--- config.mk ---
export PLATFORM = sky130hd
export DESIGN_NAME = sync_header_length_frame_receiver
export DESIGN_NICKNAME = d
export VERILOG_FILES = /design/src/hw/rtl/shlfr_pkg.sv /design/src/hw/rtl/sync_header_length_frame_receiver.sv /design/src/hw/rtl/shlfr_ram.sv
export SDC_FILE = /design/constraint.sdc
export NUM_CORES = 1
export LEC_CHECK = 0
export ABC_AREA = 1
export ABC_CLOCK_PERIOD_IN_PS = 7000
export BUFFER_PORTS_ARGS = -buffer_cell sky130_fd_sc_hd__buf_2
export CORE_MARGIN = 4
export CORE_UTILIZATION = 35
export DETAILED_ROUTE_END_ITERATION = 7
export PLACE_DENSITY_LB_ADDON = 0.25
export SYNTH_ARGS = -nofsm -noshare
export SYNTH_HDL_FRONTEND = slang
export SYNTH_SLANG_ARGS = --single-unit
--- constraint.sdc ---
create_clock -name clk -period 7 [get_ports clk]
set_clock_uncertainty 0.05 [all_clocks]
set_input_delay 0.35 -clock clk [delete_from_list [all_inputs] [get_ports clk]]
set_output_delay 0.35 -clock clk [all_outputs]
set_load 0.005 [all_outputs]
--- src/hw/rtl/shlfr_pkg.sv ---
package shlfr_pkg;

	// Frame store geometry
	localparam int FRAME_BYTES  = 16;
	localparam int IDX_W        = $clog2(FRAME_BYTES);
	localparam int CNT_W        = $clog2(FRAME_BYTES + 1);
	localparam int LEN_POS      = 4;
	localparam int HEADER_BYTES = 5;
	// Length byte plus header needs one bit more than a byte
	localparam int TOT_W        = 9;

	localparam logic [7:0] FIRST_MARKER_RST  = 8'h55;
	localparam logic [7:0] SECOND_MARKER_RST = 8'hAA;

	// Configuration register indexes
	localparam logic REG_FIRST_MARKER  = 1'b0;
	localparam logic REG_SECOND_MARKER = 1'b1;

	// Input command codes
	localparam logic CMD_BYTE    = 1'b0;
	localparam logic CMD_RELEASE = 1'b1;

	typedef struct packed {
		logic       cmd;
		logic [7:0] rx_byte;
	} in_t;

	typedef struct packed {
		logic [7:0] frame_byte;
		logic [5:0] byte_index;
		logic       last;
		logic       overflow;
	} out_t;

endpackage

--- src/hw/rtl/sync_header_length_frame_receiver.sv ---
// Byte transactions are taken one per cycle while collecting, except that the length
// byte waits while an earlier result still occupies the output register.
// An overflow result is loaded into the output register at the edge that accepts the length byte.
// Once its final byte is accepted, a complete frame emits its L+5 bytes, each by a
// frame store read and then an output register load that waits while an earlier
// byte still occupies the register; input stays stalled until the last byte is loaded.
// Reset clears the byte count, held flag, output valid and state; the markers return
// to 0x55 and 0xAA. The frame store is not cleared and needs no clearing pass.
module sync_header_length_frame_receiver
	import shlfr_pkg::*;
(
	input  logic       clk,
	input  logic       arst_n,
	input  logic       in_valid,
	output logic       in_ready,
	input  in_t        in_data,
	output logic       out_valid,
	input  logic       out_ready,
	output out_t       out_data,
	input  logic       cfg_we,
	input  logic       cfg_index,
	input  logic [7:0] cfg_data
);

	typedef enum logic [2:0] {
		S_IDLE     = 3'b001,
		S_EMIT_RD  = 3'b010,
		S_EMIT_OUT = 3'b100
	} state_t;

	state_t           state_q, state_d;
	logic [7:0]       first_marker_q, second_marker_q;
	logic [CNT_W-1:0] byte_count_q, byte_count_d;
	logic             frame_held_q, frame_held_d;
	logic [7:0]       len_q, len_d;
	logic [IDX_W-1:0] rd_idx_q, rd_idx_d;
	logic             out_valid_q;
	out_t             out_q;

	logic             in_fire;
	logic             wr_en;
	logic             rd_en;
	logic [7:0]       rd_data;
	logic             ovf_load;
	logic             emit_load;
	logic             out_free;
	logic [CNT_W-1:0] cnt_inc;
	logic [TOT_W-1:0] total_now;
	logic [TOT_W-1:0] total_held;
	logic             last_w;

	// Frame store
	shlfr_ram #(
		.WIDTH(8),
		.DEPTH(FRAME_BYTES)
	) u_store (
		.clk  (clk),
		.we   (wr_en),
		.waddr(byte_count_q[IDX_W-1:0]),
		.wdata(in_data.rx_byte),
		.re   (rd_en),
		.raddr(rd_idx_q),
		.rdata(rd_data)
	);

	// Configuration writes
	always_ff @(posedge clk or negedge arst_n) begin
		if (!arst_n) begin
			first_marker_q  <= FIRST_MARKER_RST;
			second_marker_q <= SECOND_MARKER_RST;
		end else if (cfg_we) begin
			unique case (cfg_index)
				REG_FIRST_MARKER:  first_marker_q  <= cfg_data;
				REG_SECOND_MARKER: second_marker_q <= cfg_data;
				default: ;
			endcase
		end
	end

	// Stall input during emission, and when an overflow result could find the output slot taken
	assign out_free = !out_valid_q || out_ready;
	assign in_ready = (state_q == S_IDLE) &&
		(out_free || (byte_count_q != CNT_W'(LEN_POS)));
	assign in_fire  = in_valid && in_ready;

	assign cnt_inc    = byte_count_q + CNT_W'(1);
	assign total_now  = ((byte_count_q == CNT_W'(LEN_POS)) ?
		TOT_W'(in_data.rx_byte) : TOT_W'(len_q)) + TOT_W'(HEADER_BYTES);
	assign total_held = TOT_W'(len_q) + TOT_W'(HEADER_BYTES);
	assign last_w     = (TOT_W'(rd_idx_q) + TOT_W'(1)) == total_held;

	assign rd_en     = (state_q == S_EMIT_RD);
	assign emit_load = (state_q == S_EMIT_OUT) && out_free;

	// Collect bytes, handle release, check length, start and step emission
	always_comb begin
		state_d      = state_q;
		byte_count_d = byte_count_q;
		frame_held_d = frame_held_q;
		len_d        = len_q;
		rd_idx_d     = rd_idx_q;
		wr_en        = 1'b0;
		ovf_load     = 1'b0;
		unique case (state_q)
			S_IDLE: begin
				if (in_fire) begin
					if (in_data.cmd == CMD_RELEASE) begin
						frame_held_d = 1'b0;
					end else if (frame_held_q) begin
						byte_count_d = '0;
					end else if (byte_count_q == '0) begin
						if (in_data.rx_byte == first_marker_q) begin
							wr_en        = 1'b1;
							byte_count_d = CNT_W'(1);
						end
					end else if (byte_count_q == CNT_W'(1)) begin
						if (in_data.rx_byte == second_marker_q) begin
							wr_en        = 1'b1;
							byte_count_d = CNT_W'(2);
						end
					end else if (byte_count_q >= CNT_W'(FRAME_BYTES)) begin
						byte_count_d = '0;
					end else begin
						wr_en        = 1'b1;
						byte_count_d = cnt_inc;
						if (byte_count_q == CNT_W'(LEN_POS)) begin
							len_d = in_data.rx_byte;
						end
						if (cnt_inc >= CNT_W'(HEADER_BYTES)) begin
							if (total_now > TOT_W'(FRAME_BYTES)) begin
								byte_count_d = '0;
								ovf_load     = 1'b1;
							end else if (TOT_W'(cnt_inc) == total_now) begin
								byte_count_d = '0;
								frame_held_d = 1'b1;
								rd_idx_d     = '0;
								state_d      = S_EMIT_RD;
							end
						end
					end
				end
			end
			S_EMIT_RD: begin
				state_d = S_EMIT_OUT;
			end
			S_EMIT_OUT: begin
				if (emit_load) begin
					if (last_w) begin
						state_d = S_IDLE;
					end else begin
						rd_idx_d = rd_idx_q + IDX_W'(1);
						state_d  = S_EMIT_RD;
					end
				end
			end
			default: state_d = S_IDLE;
		endcase
	end

	// Control registers
	always_ff @(posedge clk or negedge arst_n) begin
		if (!arst_n) begin
			state_q      <= S_IDLE;
			byte_count_q <= '0;
			frame_held_q <= 1'b0;
		end else begin
			state_q      <= state_d;
			byte_count_q <= byte_count_d;
			frame_held_q <= frame_held_d;
		end
	end

	// Payload registers
	always_ff @(posedge clk) begin
		len_q    <= len_d;
		rd_idx_q <= rd_idx_d;
	end

	// Output register: load a frame byte or an overflow result, drop on take
	always_ff @(posedge clk or negedge arst_n) begin
		if (!arst_n) begin
			out_valid_q <= 1'b0;
		end else if (ovf_load || emit_load) begin
			out_valid_q <= 1'b1;
		end else if (out_ready) begin
			out_valid_q <= 1'b0;
		end
	end

	always_ff @(posedge clk) begin
		if (ovf_load) begin
			out_q.frame_byte <= '0;
			out_q.byte_index <= '0;
			out_q.last       <= 1'b1;
			out_q.overflow   <= 1'b1;
		end else if (emit_load) begin
			out_q.frame_byte <= rd_data;
			out_q.byte_index <= 6'(rd_idx_q);
			out_q.last       <= last_w;
			out_q.overflow   <= 1'b0;
		end
	end

	assign out_valid = out_valid_q;
	assign out_data  = out_q;

	// Emission runs only on a held frame with a cleared count
	a_emit_held: assert property (@(posedge clk) disable iff (!arst_n)
		(state_q != S_IDLE) |-> (frame_held_q && (byte_count_q == '0) && !in_ready))
		else $error("emission without held frame");

	// A store read is always followed by the output load step
	a_rd_then_out: assert property (@(posedge clk) disable iff (!arst_n)
		(state_q == S_EMIT_RD) |=> (state_q == S_EMIT_OUT))
		else $error("store read not followed by output step");

	// The final frame byte returns the block to idle
	a_last_idle: assert property (@(posedge clk) disable iff (!arst_n)
		(emit_load && last_w) |=> (state_q == S_IDLE && out_valid_q && out_q.last))
		else $error("final frame byte did not end emission");

	// Overflow returns to hunting without holding
	a_ovf_hunt: assert property (@(posedge clk) disable iff (!arst_n)
		ovf_load |=> ((byte_count_q == '0) && !frame_held_q && out_q.overflow))
		else $error("overflow did not return to hunting");

endmodule

--- src/hw/rtl/shlfr_ram.sv ---
module shlfr_ram #(
	parameter int WIDTH = 8,
	parameter int DEPTH = 16
) (
	input  logic                     clk,
	input  logic                     we,
	input  logic [$clog2(DEPTH)-1:0] waddr,
	input  logic [WIDTH-1:0]         wdata,
	input  logic                     re,
	input  logic [$clog2(DEPTH)-1:0] raddr,
	output logic [WIDTH-1:0]         rdata
);

	logic [WIDTH-1:0] mem [DEPTH];

	// Write port
	always_ff @(posedge clk) begin
		if (we) begin
			mem[waddr] <= wdata;
		end
	end

	// Registered read, hold data when not reading
	always_ff @(posedge clk) begin
		if (re) begin
			rdata <= mem[raddr];
		end
	end

endmodule

==> results_dict.tcl, run 1 <==
set metrics [dict create \
    finalMaxSlewViolations 0 \
    finalSetupViolCount 0 \
    cts_buffer_depth 2 \
    powerDensity_nw_per_um2 278 \
    p_leak_nw 3.50 \
    worstSetupEndpointType "flip-flop" \
    design_area_um2 9630 \
    final_core_util 0.398 \
    grt_max_degree 70 \
    drive_gt1_frac 0.154 \
    grt_pass1_wl_mm 30.5 \
    n_fill_cell 2357 \
    synth_cells 779 \
    drc 0 \
    p_sw_mw 0.796 \
    cts_setup_buffers 0 \
    final_cell_mix "edfxtp_1 (148), nand2_1 (132), nor2_1 (95), o21ai_0 (58), inv_1 (54)" \
    timing.rr.start "byte_count_q[0]$_DFFE_PN0P_" \
    clock_power_share 0.347 \
    row_count 57 \
    place_area_um2 9050 \
    synth_top_area_frac 0.519 \
    cts_sinks 188 \
    arrival_ps 4270 \
    worst-setup-path-type "reg -> reg" \
    min_path_type "in -> reg" \
    cts_root_buf "clkbuf_16" \
    placed_cells 1114 \
    synth-seq-cells 188 \
    synth_area_um2 8570 \
    die_w_um 164 \
    vias 5731 \
    regToRegEndpoint "out_valid$_DFFE_PN0P_" \
    min_period_ps 3960 \
    layout_commonest_cell "edfxtp_1" \
    nets 841 \
    dieArea_um2 27100 \
    drt_wl_total_mm 19.4 \
    via_per_inst 5.00 \
    boundaryPins 41 \
    yosysWarningCount 0 \
    p_seq_frac 0.483 \
    drt_iter0_drc 493 \
    port_buffers 38 \
    grt_pass1_vias 5548 \
    hold_path_depth 3 \
    comb_power_share 0.170 \
    clkLatencyLatePin_ps 430 \
    hold_path_end "second_marker_q[1]$_DFFE_PN1P_" \
    async_flop_share 0.138 \
    start_util 0.354 \
    synth_edf_count 148 \
    hold_start "cfg_data[1]" \
    ant_nets 0 \
    wl_per_cell_um 17.0 \
    syn2layout_area_growth_pct 12.4 \
    maxCapViolations 0 \
    n_antenna_cell 0 \
    r2r_cells 18 \
    cp.required_ps 7310 \
    layoutNonFillerInstCount 1147 \
    rsz0062_at_grt "false" \
    antenna_found_initial 0 \
    cts_tree "done" \
    final.setup.tns_ps 0 \
    cp_max_fo 14 \
    gp_congestion 0.829 \
    synth.largest_area_cell "edfxtp_1" \
    seq_area_frac_synth 0.628 \
    htree_num_levels 4 \
    grt-ovfl-total 0 \
    crit_path_start_kind "flip-flop" \
    syn_area_per_cell_um2 11.0 \
    core_um2 24200 \
    reg2reg_slack_ps 3040 \
    hold_viol 0 \
    max_slew_margin 0.298 \
    seqCellArea_um2 5390 \
    ir_drop_mv 0.138 \
    intPower_mw 1.88 \
    fmax_mhz 252 \
    first_pass_iters 5 \
    swShare 0.298 \
    dp_hpwl_mm 12.5 \
    multi_input_area_um2 2820 \
    ys_top_cells_by_area "edfxtp_1 (52%), nand2_1 (5.8%), dfrtp_1 (5.0%)" \
    ys.flop_type "edfxtp_1" \
    grt_use_total 0.148 \
    yosysUniqueCellTypes 49 \
    status "completed" \
    die_h_um 164 \
    cts_made_buffers 17 \
    clk_transition_reported_paths_ps 80 \
    finalCritPeriodShare 0.566 \
    worst_pin_slew_ps 1040 \
]
[per-layer routing]
layer  GRT usage  routed length, um  up-vias
met5           0                  0        -
met4      0.0427                328        0
met3      0.0329                847       25
met2       0.239               9190      127
met1       0.201               9080     2781
li1            -                  -     2798
[stage by stage]
step	hold slack [ps]	worst slack (ps)	total power, mW
final	89.2	3040	2.67
after global routing	101	2650	2.81
after CTS	79.4	3030	2.70
after detailed placement	367	3050	1.77
after global placement	368	3180	1.77
after floorplan	4.41	4030	1.65
[synthesized netlist by cell type (10+ instances only)]
master    count
nand2_1     132
xor2_1       17
dfrtp_1      17
a21oi_2      10
inv_1        54
nand2_2      11
mux2i_1      22
edfxtp_1    148
clkbuf_1     22
dfxtp_1      14
xnor2_1      11
nor2_1       95
o21ai_0      58
o221ai_1     22
nand3_1      42
[worst max-delay path: stages, from the launching register on]
cell,delay [ps]
dfrtp_1,450
inv_1,160
ha_1,210
inv_1,60
nor2_2,390
nand2_2,280
nand2_1,140
nand2_1,130
ha_1,240
nand3b_2,280
nand2_1,140
nor2_1,50
nand3_1,70
nand2_1,60
nand2_2,70
nor2_4,60
nor4_4,780
inv_1,170
nand3_1,110
[how the worst max path moves through the flow]
stage / startpoint / to / slack (ps) / depth (start not counted)
6_report: byte_count_q[0]$_DFFE_PN0P_ / out_valid$_DFFE_PN0P_ / 3040 / 18
3_3_place_gp: byte_count_q[0]$_DFFE_PN0P_ / out_valid$_DFFE_PN0P_ / 3180 / 18
2_1_floorplan: byte_count_q[0]$_DFFE_PN0P_ / rd_idx_q[0]$_SDFFCE_PN0P_ / 4030 / 20
4_1_cts: byte_count_q[0]$_DFFE_PN0P_ / out_valid$_DFFE_PN0P_ / 3030 / 18
3_5_place_dp: byte_count_q[0]$_DFFE_PN0P_ / out_valid$_DFFE_PN0P_ / 3050 / 18
5_1_grt: byte_count_q[0]$_DFFE_PN0P_ / out_valid$_DFFE_PN0P_ / 2650 / 18
[repair_timing]
| item | CTS | global route |
|---|---|---|
| hold buffers | 1 | 0 |
| gates resized for setup | 0 | 0 |
| hold endpoints to repair | 17 | 0 |
[power groups by stage]
stage / clock [mW] / sequential (mW) / combinational (mW)
after floorplan: 0 / 1.31 / 0.335
after global placement: 0 / 1.32 / 0.450
after detailed placement: 0 / 1.32 / 0.456
after CTS: 0.948 / 1.29 / 0.457
after global routing: 0.994 / 1.30 / 0.515
final: 0.927 / 1.29 / 0.455
[kinds of logic (layout without fill, tap and decap cells)]
family                     Yosys count  in the layout  synth area share
AOI/OAI and AO/OA                  125            125            0.0953
xor gates and xnor gates            28             28            0.0286
adders and majority gates            8              8            0.0117
buffers and inverters               89            132            0.0426
DFF                                188            188             0.628
muxes                               22             22            0.0257
other                                1              2          0.000438
and+or+nand+nor                    318            318             0.167
[flip-flops by register name (all words and copies together) (netlist names)]
signal,cells
u_store.mem,128
out_data,14
first_marker_q,8
len_q,8
second_marker_q,8
u_store.rdata,8
byte_count_q,5
rd_idx_q,4
state_q,3
frame_held_q,1
out_valid,1
[final cells by class]
cell class | instances | share of cell area
clock inverter | 15 | 0.0156
timing repair buffer | 43 | 0.0239
inverter | 57 | 0.0222
sequential | 188 | 0.559
tap | 324 | 0.0421
clock buffer | 17 | 0.0442
multi-input combinational | 503 | 0.293
Note: power is estimated with default switching activity, not from simulation.
==> inputs of run 2 (changes only) <==
--- a/config.mk
+++ b/config.mk
@@ -5,8 +5,8 @@
 export SDC_FILE = /design/constraint.sdc
 export NUM_CORES = 1
 export LEC_CHECK = 0
-export ABC_AREA = 1
-export ABC_CLOCK_PERIOD_IN_PS = 7000
+export ABC_AREA = 0
+export ABC_CLOCK_PERIOD_IN_PS = 3900
 export BUFFER_PORTS_ARGS = -buffer_cell sky130_fd_sc_hd__buf_2
 export CORE_MARGIN = 4
 export CORE_UTILIZATION = 35
==> constraint.sdc (replaced) <==
create_clock -name clk -period 3.9 [get_ports clk]
set_clock_uncertainty 0.05 [all_clocks]
set_input_delay 0.195 -clock clk [delete_from_list [all_inputs] [get_ports clk]]
set_output_delay 0.195 -clock clk [all_outputs]
set_load 0.005 [all_outputs]
==> run 2 against run 1 <==
Effect of this change:
- first-iteration DRC count fell by 13%
- maximum frequency grew 8.7%
- highest routed layer unchanged
- sequential share of layout area shrank 0.21 points
- critical endpoint is now rd_idx_q[2]$_SDFFCE_PN0P_
- total power rose by 79%
==> results_dict.tcl, run 2 <==
set metrics [dict create \
    fin_hold_ws_ps 29.7 \
    via_per_inst 5.10 \
    placed_cells 885 \
    finalMaxSlewViolations 0 \
    layout_commonest_cell "edfxtp_1" \
    crit_path_start_kind "flip-flop" \
    p_seq_frac 0.490 \
    reg2reg_slack_ps 250 \
    crit_buf_inv 2 \
    rsz0062_at_grt "false" \
    cts_made_buffers 17 \
    synth_commonest_cells "edfxtp_1 (148), nand2_1 (46), mux4_2 (40), xnor2_1 (28), nor2_1 (27)" \
    cts_setup_buffers 0 \
    cpMaxStageDelayCell "or4_4" \
    synth_cells 531 \
    dieArea_um2 26200 \
    first_pass_iters 4 \
    endpoint "rd_idx_q[2]$_SDFFCE_PN0P_" \
    async_flop_share 0.138 \
    syn_area_per_cell_um2 15.6 \
    timing.rr.start "byte_count_q[1]$_DFFE_PN0P_" \
    synth_area_um2 8270 \
    antenna_found_initial 0 \
    clk_transition_reported_paths_ps 70 \
    regToRegEndpoint "rd_idx_q[2]$_SDFFCE_PN0P_" \
    drt_wl_total_mm 18.5 \
    cts_tree "done" \
    finalSetupViolCount 0 \
    n_antenna_cell 0 \
    wl_per_cell_um 20.0 \
    clkLatencyLatePin_ps 430 \
    boundaryPins 41 \
    synth_edf_count 148 \
    drt_iter0_drc 427 \
    synth_xor_area_frac 0.0419 \
    cp_max_fo 15 \
    p_leak_nw 3.31 \
    synth_top_family_by_area "multiplexers" \
    regMostFlops "u_store.mem" \
    layoutNonFillerInstCount 926 \
    p_sw_mw 1.21 \
    ys.flop_type "edfxtp_1" \
    path_delay_family "simple AND/OR/NAND/NOR gates" \
    worstSetupEndpointType "flip-flop" \
    syn2layout_area_growth_pct 16.9 \
    dp_hpwl_mm 12.7 \
    worst_pin_slew_ps 859 \
    yosysMostFrequentCell "edfxtp_1" \
    final.setup.tns_ps 0 \
    r2r_cells 14 \
    cts_root_buf "clkbuf_16" \
    synth-seq-cells 188 \
    yosysUniqueCellTypes 62 \
    seq_area_frac_synth 0.651 \
    dr_wl_met2_mm 9.20 \
    maxCapViolations 0 \
    row_count 55 \
    design_area_um2 9670 \
    maxUsedRoutingLayer "met4" \
    synth_top_area_frac 0.537 \
    yosysWarningCount 0 \
    min_path_type "in -> reg" \
    cp_slowest_stage_delay_ps 590 \
    synth-compound-area-share 0.0479 \
    core_um2 22900 \
    die_h_um 162 \
    intPower_mw 3.58 \
    grt-ovfl-total 0 \
    cp.required_ps 3950 \
    htree_num_levels 4 \
    comb_power_share 0.143 \
    crit_cells 14 \
    min_period_ps 3650 \
    ant_nets 0 \
    gp_congestion 0.814 \
    fmax_mhz 274 \
    nets 631 \
    hold_viol 0 \
    ir_drop_mv 0.231 \
    cts_sinks 188 \
    crit_chain "inv_1 -> ha_1 -> and4bb_1 -> buf_4 -> nand2_1 -> nand2_1 -> ha_2 -> xor2_1 -> xnor2_1 -> xnor2_1 -> nor4b_2 -> nand2_1 -> or4_4 -> o31ai_4" \
    synth.largest_area_cell "edfxtp_1" \
    cp_common_cell "nand2_1" \
    clock_power_share 0.366 \
    muxShareOfSynthArea 0.139 \
    final_cell_mix "edfxtp_1 (148), nand2_1 (46), mux4_2 (40), buf_2 (38), buf_4 (33)" \
    synthAdderAreaFrac 0.0133 \
    max_slew_margin 0.425 \
    die_w_um 162 \
    port_buffers 38 \
    place_area_um2 8960 \
    status "completed" \
    critPathLaunch "byte_count_q[1]$_DFFE_PN0P_" \
    cts_buffer_depth 2 \
    grt_pass1_vias 4830 \
    drive_gt1_frac 0.294 \
    start_util 0.361 \
    grt_max_degree 37 \
    powerDensity_nw_per_um2 496 \
    worst-setup-path-type "reg -> reg" \
    largest_reg_flops 128 \
    arrival_ps 3700 \
    grt_use_total 0.146 \
    wl_met1_mm 8.40 \
    grt_pass1_wl_mm 28.6 \
    wl_met3_um 759 \
    drc 0 \
    vias 4723 \
    finalCritPeriodShare 0.935 \
    swShare 0.253 \
    synthSimpleGateAreaFrac 0.0832 \
    ys_top_cells_by_area "edfxtp_1 (54%), mux4_2 (11%), dfrtp_1 (5.1%)" \
]
==> run 2: cell types whose count changed after synthesis, moves of 9 or more <==
cell / delta
o221ai_1: -22
xor2_1: -10
a21oi_1: +9
inv_1: -45
nand2_2: -11
nand2_1: -86
nor2_1: -68
mux2i_1: -17
a21oi_2: -10
xnor2_1: +17
nand3_1: -33
o21ai_0: -49
mux4_2: +40
mux2_2: +18
==> run 2: kinds of logic after synthesis <==
family / count (synthesis)
simple gates: 135
xor+xnor: 37
other cells: 1
mux: 63
fa+ha+maj: 9
buf+inv: 40
flops: 188
compound gates: 58
==> run 2: worst min path at each step <==
| stage | startpoint | endpoint | slack [ps] | cells after the start |
|---|---|---|---|---|
| after CTS | in_data[8] | frame_held_q$_DFFE_PN0P_ | 10 | 3 |
| after floorplan | arst_n | byte_count_q[0]$_DFFE_PN0P_ | -150 | 0 |
| final | in_valid | frame_held_q$_DFFE_PN0P_ | 30 | 3 |
| after global placement | arst_n | state_q[1]$_DFFE_PN0P_ | 190 | 1 |
| after global routing | in_data[8] | frame_held_q$_DFFE_PN0P_ | 40 | 3 |
| after detailed placement | arst_n | state_q[2]$_DFFE_PN0P_ | 210 | 1 |
==> run 2: repair_timing <==
action	in CTS	in global routing
setup endpoints to repair	0	4
endpoints found under the hold margin	33	0
resized for setup	0	2
hold buffers	9	0
==> run 2: tightest hold or removal path: stages <==
cell	delay, ps
buf_2	90
a31o_2	140
nand2_1	40
==> run 2: power groups by stage <==
stage | clock network (mW) | registers, mW | logic, mW
6_report | 1.76 | 2.35 | 0.686
2_1_floorplan | 0 | 2.39 | 0.428
3_3_place_gp | 0 | 2.39 | 0.667
3_5_place_dp | 0 | 2.40 | 0.678
5_1_grt | 1.88 | 2.36 | 0.756
4_1_cts | 1.80 | 2.35 | 0.687
==> run 2: layout make-up <==
| type | count | area, um2 |
|---|---|---|
| multi-input cells | 304 | 2720 |
| well taps | 313 | 392 |
| clock buffers | 21 | 526 |
| fillers | 2051 | 13200 |
| repair buffers | 80 | 528 |
| clock inverters | 11 | 86.3 |
| flip-flops and latches | 188 | 5390 |
| inverters | 9 | 33.8 |
==> run 2: routing by layer <==
layer | up-vias | GRT usage
met1 | 2422 | 0.200
met3 | 10 | 0.0279
met4 | 0 | 0.0369
met2 | 114 | 0.243
met5 | - | 0
li1 | 2177 | -
==> run 2: through the flow <==
step                      power, mW  utilization  setup slack (ps)
after floorplan                2.82            -              80.7
after global placement         3.05        0.391               224
after detailed placement       3.07        0.391              36.7
after CTS                      4.84        0.422              24.4
after global routing           5.00        0.422              33.7
final                          4.79        0.422               253
